==> src/hw/rtl/ecsm_pkg.sv <==
// ----------------------------------------------------------------------------
// ecsm_pkg
// shared types and constants of the encoder count and speed meter
// ----------------------------------------------------------------------------
package ecsm_pkg;

  localparam int CMD_W      = 2;
  localparam int CFG_W      = 16;
  localparam int CFG_IDX_W  = 1;
  localparam int ELAPSED_W  = 16;
  localparam int DEN_W      = 32;
  localparam int SPEED_W    = 24;
  localparam int TCOUNT_W   = 32;
  localparam int SCALE_SH_W = 10;

  typedef enum logic [CMD_W-1:0] {
    CMD_EDGE  = 2'd0,
    CMD_TICK  = 2'd1,
    CMD_CLEAR = 2'd2,
    CMD_NONE  = 2'd3
  } cmd_t;

  typedef enum logic [CFG_IDX_W-1:0] {
    CFG_TICKS_PER_REV = 1'b0,
    CFG_PERIOD_MS     = 1'b1
  } cfg_idx_t;

  typedef enum logic [2:0] {
    ST_IDLE,
    ST_EXEC,
    ST_MAG,
    ST_MUL1,
    ST_MUL2,
    ST_DIV,
    ST_PUSH
  } state_t;

  typedef struct packed {
    logic start;
    logic neg;
  } sdiv_req_t;

  localparam logic [CFG_W-1:0]     TPR_RESET    = 16'd1;
  localparam logic [CFG_W-1:0]     PERIOD_RESET = 16'd20;
  localparam logic [ELAPSED_W-1:0] ELAPSED_MAX  = 16'hFFFF;
  localparam logic [SPEED_W-1:0]   SPEED_MAX    = 24'h7FFFFF;
  localparam logic [SPEED_W-1:0]   SPEED_MIN    = 24'h800000;

endpackage

==> src/hw/rtl/encoder_count_speed_meter_core.sv <==
// ----------------------------------------------------------------------------
// encoder_count_speed_meter_core
// quadrature encoder counter with periodic speed measurement
// ----------------------------------------------------------------------------
// usage
//   in_*  : one transaction per event: channel A edge (with sampled A and B
//           levels), millisecond tick, or count clear
//   out_* : one transaction per input event with the count, the speed in
//           revolutions per second (signed, SPEED_FRAC_BITS fraction bits)
//           and a flag set when that event recomputed the speed
//   cfg_* : single-cycle register writes, only while the block is idle
// sequence: an accepted event passes through the EXEC and PUSH states to the
//   output register; a tick that recomputes the speed also passes MAG, MUL1,
//   MUL2 and the bit-serial divider before PUSH
// events: a new event is taken only in the idle state, once the previous one
//   has left its final step; one event in flight plus one finished result in
//   the output register
// reset: count, saved count, elapsed time and speed clear to zero, counts
//   per revolution to 1 and period to 20 ms
// a stalled receiver holds the result; the next event is still taken and
//   waits in its final step until the output register frees up
// ----------------------------------------------------------------------------
module encoder_count_speed_meter_core #(
  parameter int COUNT_WIDTH     = 32,
  parameter int SPEED_FRAC_BITS = 8
) (
  input  logic                                 clk,
  input  logic                                 rst_n,
  input  logic                                 in_valid,
  output logic                                 in_ready,
  input  logic [ecsm_pkg::CMD_W-1:0]           in_cmd,
  input  logic                                 in_pin_a,
  input  logic                                 in_pin_b,
  output logic                                 out_valid,
  input  logic                                 out_ready,
  output logic signed [ecsm_pkg::TCOUNT_W-1:0] out_tick_count,
  output logic signed [ecsm_pkg::SPEED_W-1:0]  out_speed_rps,
  output logic                                 out_speed_updated,
  input  logic                                 cfg_we,
  input  logic [ecsm_pkg::CFG_IDX_W-1:0]       cfg_index,
  input  logic [ecsm_pkg::CFG_W-1:0]           cfg_wdata
);

  localparam int CW     = COUNT_WIDTH;
  localparam int PROD_W = COUNT_WIDTH + ecsm_pkg::SCALE_SH_W;
  localparam int NUM_W  = PROD_W + SPEED_FRAC_BITS;
  localparam int EW     = ecsm_pkg::ELAPSED_W;
  localparam int SW     = ecsm_pkg::SPEED_W;
  localparam int TW     = ecsm_pkg::TCOUNT_W;

  ecsm_pkg::state_t             state_r;
  ecsm_pkg::state_t             state_nxt;
  ecsm_pkg::cmd_t               cmd_r;
  logic                         pin_a_r;
  logic                         pin_b_r;
  logic [CW-1:0]                count_r;
  logic [CW-1:0]                count_last_r;
  logic [EW-1:0]                elapsed_r;
  logic [SW-1:0]                speed_r;
  logic [ecsm_pkg::CFG_W-1:0]   tpr_r;
  logic [ecsm_pkg::CFG_W-1:0]   period_r;
  logic [CW-1:0]                work_r;
  logic                         neg_r;
  logic [PROD_W-1:0]            prod_r;
  logic [ecsm_pkg::DEN_W-1:0]   den_r;
  logic                         upd_r;
  logic                         out_valid_r;
  logic [TW-1:0]                out_count_r;
  logic [SW-1:0]                out_speed_r;
  logic                         out_upd_r;

  logic [EW-1:0]                elapsed_inc;
  logic                         tick_due;
  logic [ecsm_pkg::CFG_W-1:0]   cfg_val;
  logic [PROD_W-1:0]            prod_fin;
  logic [NUM_W-1:0]             div_num;
  ecsm_pkg::sdiv_req_t          div_req;
  logic                         div_done;
  logic [SW-1:0]                div_quo;
  logic                         out_free;
  logic [TW-1:0]                count_ext;

  assign elapsed_inc = (elapsed_r == ecsm_pkg::ELAPSED_MAX) ? elapsed_r
                                                            : elapsed_r + 1'b1;
  assign tick_due    = (elapsed_inc >= period_r);
  assign cfg_val     = (cfg_wdata == '0) ? ecsm_pkg::CFG_W'(1) : cfg_wdata;
  assign out_free    = !out_valid_r || out_ready;
  assign in_ready    = (state_r == ecsm_pkg::ST_IDLE);

  // x1000 = x1024 - x16 - x8
  assign prod_fin = prod_r - (PROD_W'(work_r) << 3);
  assign div_num  = NUM_W'(prod_fin) << SPEED_FRAC_BITS;

  generate
    if (COUNT_WIDTH >= TW) begin : g_trunc
      assign count_ext = count_r[TW-1:0];
    end else begin : g_sext
      assign count_ext = {{(TW - CW){count_r[CW-1]}}, count_r};
    end
  endgenerate

  always_ff @(posedge clk) begin
    if (!rst_n) begin
      state_r <= ecsm_pkg::ST_IDLE;
    end else begin
      state_r <= state_nxt;
    end
  end

  always_comb begin
    state_nxt     = state_r;
    div_req.start = 1'b0;
    div_req.neg   = neg_r;
    case (state_r)
      ecsm_pkg::ST_IDLE: begin
        if (in_valid) begin
          state_nxt = ecsm_pkg::ST_EXEC;
        end
      end
      ecsm_pkg::ST_EXEC: begin
        if (cmd_r == ecsm_pkg::CMD_TICK && tick_due) begin
          state_nxt = ecsm_pkg::ST_MAG;
        end else begin
          state_nxt = ecsm_pkg::ST_PUSH;
        end
      end
      ecsm_pkg::ST_MAG: begin
        state_nxt = ecsm_pkg::ST_MUL1;
      end
      ecsm_pkg::ST_MUL1: begin
        state_nxt = ecsm_pkg::ST_MUL2;
      end
      ecsm_pkg::ST_MUL2: begin
        div_req.start = 1'b1;
        state_nxt     = ecsm_pkg::ST_DIV;
      end
      ecsm_pkg::ST_DIV: begin
        if (div_done) begin
          state_nxt = ecsm_pkg::ST_PUSH;
        end
      end
      ecsm_pkg::ST_PUSH: begin
        if (out_free) begin
          state_nxt = ecsm_pkg::ST_IDLE;
        end
      end
      default: begin
        state_nxt = ecsm_pkg::ST_IDLE;
      end
    endcase
  end

  // configuration registers
  always_ff @(posedge clk) begin
    if (!rst_n) begin
      tpr_r    <= ecsm_pkg::TPR_RESET;
      period_r <= ecsm_pkg::PERIOD_RESET;
    end else if (cfg_we) begin
      case (cfg_index)
        ecsm_pkg::CFG_TICKS_PER_REV: tpr_r    <= cfg_val;
        ecsm_pkg::CFG_PERIOD_MS:     period_r <= cfg_val;
        default: begin
        end
      endcase
    end
  end

  // counter state
  always_ff @(posedge clk) begin
    if (!rst_n) begin
      count_r      <= '0;
      count_last_r <= '0;
      elapsed_r    <= '0;
      speed_r      <= '0;
    end else begin
      if (state_r == ecsm_pkg::ST_EXEC) begin
        case (cmd_r)
          ecsm_pkg::CMD_EDGE: begin
            count_r <= (pin_a_r == pin_b_r) ? count_r + 1'b1 : count_r - 1'b1;
          end
          ecsm_pkg::CMD_TICK: begin
            if (tick_due) begin
              count_last_r <= count_r;
              elapsed_r    <= '0;
            end else begin
              elapsed_r <= elapsed_inc;
            end
          end
          ecsm_pkg::CMD_CLEAR: begin
            count_r      <= '0;
            count_last_r <= '0;
          end
          default: begin
          end
        endcase
      end
      if (state_r == ecsm_pkg::ST_DIV && div_done) begin
        speed_r <= div_quo;
      end
    end
  end

  // item and speed datapath
  always_ff @(posedge clk) begin
    if (state_r == ecsm_pkg::ST_IDLE && in_valid) begin
      cmd_r   <= ecsm_pkg::cmd_t'(in_cmd);
      pin_a_r <= in_pin_a;
      pin_b_r <= in_pin_b;
    end
    case (state_r)
      ecsm_pkg::ST_EXEC: begin
        upd_r  <= (cmd_r == ecsm_pkg::CMD_TICK) && tick_due;
        work_r <= count_r - count_last_r;
        den_r  <= ecsm_pkg::DEN_W'(tpr_r) * ecsm_pkg::DEN_W'(elapsed_inc);
      end
      ecsm_pkg::ST_MAG: begin
        neg_r  <= work_r[CW-1];
        work_r <= work_r[CW-1] ? (CW'(0) - work_r) : work_r;
      end
      ecsm_pkg::ST_MUL1: begin
        prod_r <= (PROD_W'(work_r) << ecsm_pkg::SCALE_SH_W) - (PROD_W'(work_r) << 4);
      end
      default: begin
      end
    endcase
  end

  // output register
  always_ff @(posedge clk) begin
    if (!rst_n) begin
      out_valid_r <= 1'b0;
    end else if (state_r == ecsm_pkg::ST_PUSH && out_free) begin
      out_valid_r <= 1'b1;
    end else if (out_ready) begin
      out_valid_r <= 1'b0;
    end
  end

  always_ff @(posedge clk) begin
    if (state_r == ecsm_pkg::ST_PUSH && out_free) begin
      out_count_r <= count_ext;
      out_speed_r <= speed_r;
      out_upd_r   <= upd_r;
    end
  end

  ecsm_sdiv #(
    .NUM_W (NUM_W)
  ) u_sdiv (
    .clk   (clk),
    .rst_n (rst_n),
    .req   (div_req),
    .num   (div_num),
    .den   (den_r),
    .done  (div_done),
    .quo   (div_quo)
  );

  assign out_valid         = out_valid_r;
  assign out_tick_count    = out_count_r;
  assign out_speed_rps     = out_speed_r;
  assign out_speed_updated = out_upd_r;

endmodule

==> src/hw/rtl/ecsm_sdiv.sv <==
// ----------------------------------------------------------------------------
// ecsm_sdiv
// bit-serial restoring divider, one dividend bit per cycle, saturating
// signed result
// ----------------------------------------------------------------------------
module ecsm_sdiv #(
  parameter int NUM_W = 50
) (
  input  logic                          clk,
  input  logic                          rst_n,
  input  ecsm_pkg::sdiv_req_t           req,
  input  logic [NUM_W-1:0]              num,
  input  logic [ecsm_pkg::DEN_W-1:0]    den,
  output logic                          done,
  output logic [ecsm_pkg::SPEED_W-1:0]  quo
);

  localparam int DW    = ecsm_pkg::DEN_W;
  localparam int SW    = ecsm_pkg::SPEED_W;
  localparam int CNT_W = $clog2(NUM_W);

  logic             busy_r;
  logic             done_r;
  logic [CNT_W-1:0] cnt_r;
  logic [NUM_W-1:0] num_r;
  logic [DW-1:0]    den_r;
  logic [DW-1:0]    rem_r;
  logic [SW-2:0]    q_r;
  logic             ovf_r;
  logic             neg_r;

  logic [DW:0]      trial;
  logic [DW:0]      diff;
  logic             ge;
  logic [DW-1:0]    rem_nxt;
  logic [SW-1:0]    mag_q;

  assign trial   = {rem_r, num_r[NUM_W-1]};
  assign diff    = trial - {1'b0, den_r};
  assign ge      = (trial >= {1'b0, den_r});
  assign rem_nxt = ge ? diff[DW-1:0] : trial[DW-1:0];

  always_ff @(posedge clk) begin
    if (!rst_n) begin
      busy_r <= 1'b0;
      done_r <= 1'b0;
      cnt_r  <= '0;
    end else begin
      done_r <= 1'b0;
      if (req.start) begin
        busy_r <= 1'b1;
        cnt_r  <= CNT_W'(NUM_W - 1);
      end else if (busy_r) begin
        cnt_r <= cnt_r - 1'b1;
        if (cnt_r == '0) begin
          busy_r <= 1'b0;
          done_r <= 1'b1;
        end
      end
    end
  end

  always_ff @(posedge clk) begin
    if (req.start) begin
      num_r <= num;
      den_r <= den;
      neg_r <= req.neg;
      rem_r <= '0;
      q_r   <= '0;
      ovf_r <= 1'b0;
    end else if (busy_r) begin
      num_r <= {num_r[NUM_W-2:0], 1'b0};
      rem_r <= rem_nxt;
      q_r   <= {q_r[SW-3:0], ge};
      ovf_r <= ovf_r | q_r[SW-2];
    end
  end

  assign mag_q = {1'b0, q_r};

  always_comb begin
    if (ovf_r) begin
      quo = neg_r ? ecsm_pkg::SPEED_MIN : ecsm_pkg::SPEED_MAX;
    end else begin
      quo = neg_r ? (SW'(0) - mag_q) : mag_q;
    end
  end

  assign done = done_r;

endmodule

==> config.mk <==
export PLATFORM = sky130hd
export DESIGN_NAME = encoder_count_speed_meter_core
export DESIGN_NICKNAME = d
export VERILOG_FILES = /design/src/hw/rtl/ecsm_pkg.sv /design/src/hw/rtl/encoder_count_speed_meter_core.sv /design/src/hw/rtl/ecsm_sdiv.sv
export SDC_FILE = /design/constraint.sdc
export NUM_CORES = 2
export LEC_CHECK = 0
export BUFFER_PORTS_ARGS = -buffer_cell sky130_fd_sc_hd__buf_2
export CAP_MARGIN = 10
export CORE_ASPECT_RATIO = 1.25
export CORE_MARGIN = 8
export CORE_UTILIZATION = 65
export DETAILED_ROUTE_END_ITERATION = 12
export GPL_ROUTABILITY_DRIVEN = 0
export PLACE_DENSITY = 0.81
export SLEW_MARGIN = 25
export SYNTH_ARGS = -nofsm -noshare
export SYNTH_HDL_FRONTEND = slang
export SYNTH_HIERARCHICAL = 1
export SYNTH_SLANG_ARGS = --single-unit
==> constraint.sdc <==
create_clock -name clk -period 14.7 [get_ports clk]
set_input_delay 3.675 -clock clk [delete_from_list [all_inputs] [get_ports clk]]
set_output_delay 3.675 -clock clk [all_outputs]
set_load 0.02 [all_outputs]
==> reports/results.ini <==
[logic_synthesis]
synth_common_cells = nand2_1, inv_1, ha_1
ys_types = 107
synth_adder_area_share_pct = 21.3
synth-compound-area-share_pct = 16.2
synth.area.top_cells = edfxtp_1, dfxtp_1, fa_1, ha_1, nand2_1
synth.mux.area_fraction_pct = 2.40
yosys.cell_count.top_type = nand2_1
syn-cell-area_sq_um = 34700
synthCells = 3654
synth_area_per_cell_sq_um = 9.51
synth_flop_cell = edfxtp_1
synth_top_family_by_area = adder cells
synth_top_area_share_pct = 21.4
synth-edff-count = 248
synth_seq_cells = 452
yosys.area.top_type = edfxtp_1
synthXorXnorAreaFrac_pct = 5.42
yosysWarnings = 6
synth_simple_gate_area_share_pct = 15.6
ys_seq_area_share_pct = 33.2
synthArstFlopShare_pct = 0

[cts]
clockBufferDepth = 3
cts_resized = 0
h-tree-depth = 2
post_cts_buffers = 0
clock_latency_ns = 0.61
cts-hold-fix-buffers = 0
cts.sinks = 452
path_clk_slew_ns = 0.06
cts_buffers = 47
cts_tree = done
root_buffer = clkbuf_16

[sta]
fmax_mhz = 121
finalWorstPathRequiredPeriod_ns = 8.27
hold_viol = 0
tightest_slew_ns = 1.03
setup_violations = 0
relSlewSlack_pct = 30.9
period_share_pct = 56.3
fin_tns_setup_ns = 0
rsz0062_at_grt = false
layout_setup_ws_ns = 6.43
fin_skew_ns = 0.0353
final-max-slew-violation-count = 0

[floorplanning]
rows = 94
io_pins = 85
die_y_um = 274
dieWidth_um = 223
dieArea_sq_um = 61200
initial_utilization_pct = 65.9
core_sq_um = 52700

[worst_setup_path]
worstPathRequired_ns = 15.02
critPathKind = reg2reg
startpoint_type = flip-flop
end_kind = flip-flop
startpoint = elapsed_r[3]
reg2reg_from = elapsed_r[3]
cp.arrival_ns = 8.59
worst-path-max-fanout = 18

[detailed_routing]
top_layer = met4
routed_via_density = 6.05
met3_length_um = 3000
vias = 26627
drtAntennaViolNets = 0
drc = 0
wire_per_inst_um = 18.0
wl_met2_um = 41800
drt_iter0_drc = 1812
dr.pass1.iters = 7
drt-met1-wl_um = 31100
wl_um = 79500

[final_layout]
syn_to_final_growth_pct = 8.18
design_area_sq_um = 37600
fin_nets = 4188
final_util_pct = 71.3
drive_gt1_share_pct = 8.55

[power]
cellInternalPower_w = 0.00312
powerDensity_nw_per_um2 = 128
p_clk_share_pct = 28.5
total_power_w = 0.00482
p_comb_share_pct = 36.7
ir_drop_mv = 0.111
switchingPower_w = 0.00170
p_seq_share_pct = 34.8
swShare_pct = 35.3
p_leak_nw = 16.3

[global_routing]
antenna_found_initial = 0
grt_max_degree = 111
grt_first_pass_wirelength_um = 130000
grt.total_usage_pct = 25.5
grt-ovfl-total = 0
grt_pass1_vias = 26650

[worst_hold_path]
hold_path_startpoint = den_r[12]
min_path_type = reg2reg

[run]
maxCapViolCount = 0

[placed_design]
placed_area_sq_um = 35800
pre_cts_ws_ns = 6.51
port_buffers = 84
place_hpwl_um = 57700

[run_status]
outcome = finished, final reports clean

worst paths after layout:
kind,end,slack [ns],cells after the start
worst max-delay path,den_r[29],6.43,26
worst min-delay path,u_sdiv/den_r[12],0.41,0
worst max register to register,den_r[29],6.43,26
worst min register to register,u_sdiv/den_r[12],0.41,0
layout make-up:
type | instances | area (sq um)
clock buffer | 54 | 1260
inverter | 401 | 1510
antenna | 1 | 2.50
tap | 672 | 841
clock inverter | 34 | 547
sequential | 452 | 11500
timing repair buffer | 115 | 664
multi-input combinational | 2673 | 21200
fill | 3966 | 15100
sequential cells by signal, summed over array words and instances (netlist names), 6 cells and up:
register and count:
u_sdiv/cnt_r 6, tpr_r 16, out_speed_rps 24, out_tick_count 32, u_sdiv/q_r 23, speed_r 24, u_sdiv/den_r 32, period_r 16
count_last_r 32, den_r 32, work_r 32, count_ext 32, prod_r 38, u_sdiv/rem_r 32, u_sdiv/num_r 50, elapsed_r 16
per-layer routing:
metal	vias to the layer above	global-route usage, %
met1	12980	28.8
met4	0	12.1
met3	232	3.04
li1	12763	-
met5	-	0
met2	652	47.6
kinds of logic after synthesis:
kind of cell               after synthesis
and+or+nand+nor                       1096
buffers and inverters                  539
xor gates and xnor gates               214
other                                    1
DFF                                    452
adders and majority gates              472
muxes                                   77
AOI/OAI and AO/OA                      803
cell usage in the layout (no fill, tap or decap), types with 84 or more instances in the layout:
| cell | count |
|---|---|
| a21o_1 | 90 |
| fa_1 | 198 |
| dfxtp_1 | 203 |
| edfxtp_1 | 248 |
| nand2_1 | 437 |
| buf_2 | 84 |
| inv_1 | 398 |
| a21oi_1 | 183 |
| ha_1 | 274 |
| xnor2_1 | 146 |
| nor2_1 | 180 |
| o21ai_0 | 97 |
| and2_1 | 140 |
per-stage QoR:
step	instances	hold WS (ns)
floorplan	3664	0.400
CTS	4400	0.415
detailed placement	4312	0.405
global route	4401	0.424
finish	4402	0.414
global placement	4311	0.400
worst max-delay path: stages (launching register included):
cell,delay [ns]
dfxtp_1,0.44
and4_1,0.30
nand4_2,0.17
nor4_4,0.33
nand3_4,0.19
nand3_1,0.20
o21a_1,0.63
nand2_1,0.17
fa_1,0.58
fa_1,0.45
fa_1,0.52
inv_1,0.05
ha_1,0.32
fa_1,0.53
inv_1,0.05
fa_1,0.53
inv_1,0.05
ha_1,0.36
a2111oi_0,0.52
o21a_1,0.20
nor3_1,0.08
nor3_1,0.20
o21ai_2,0.15
a31oi_1,0.35
o31ai_1,0.20
o41ai_1,0.35
xnor2_1,0.11
power groups by stage:
stage / clock network (W) / registers [W] / logic (W)
global route: 0.00145 / 0.00169 / 0.00195
global placement: 0 / 0.00170 / 0.00170
detailed placement: 0 / 0.00170 / 0.00173
finish: 0.00137 / 0.00168 / 0.00177
floorplan: 0 / 0.00164 / 0.00142
CTS: 0.00140 / 0.00168 / 0.00176
No activity file was read; power rests on OpenSTA's default activity.
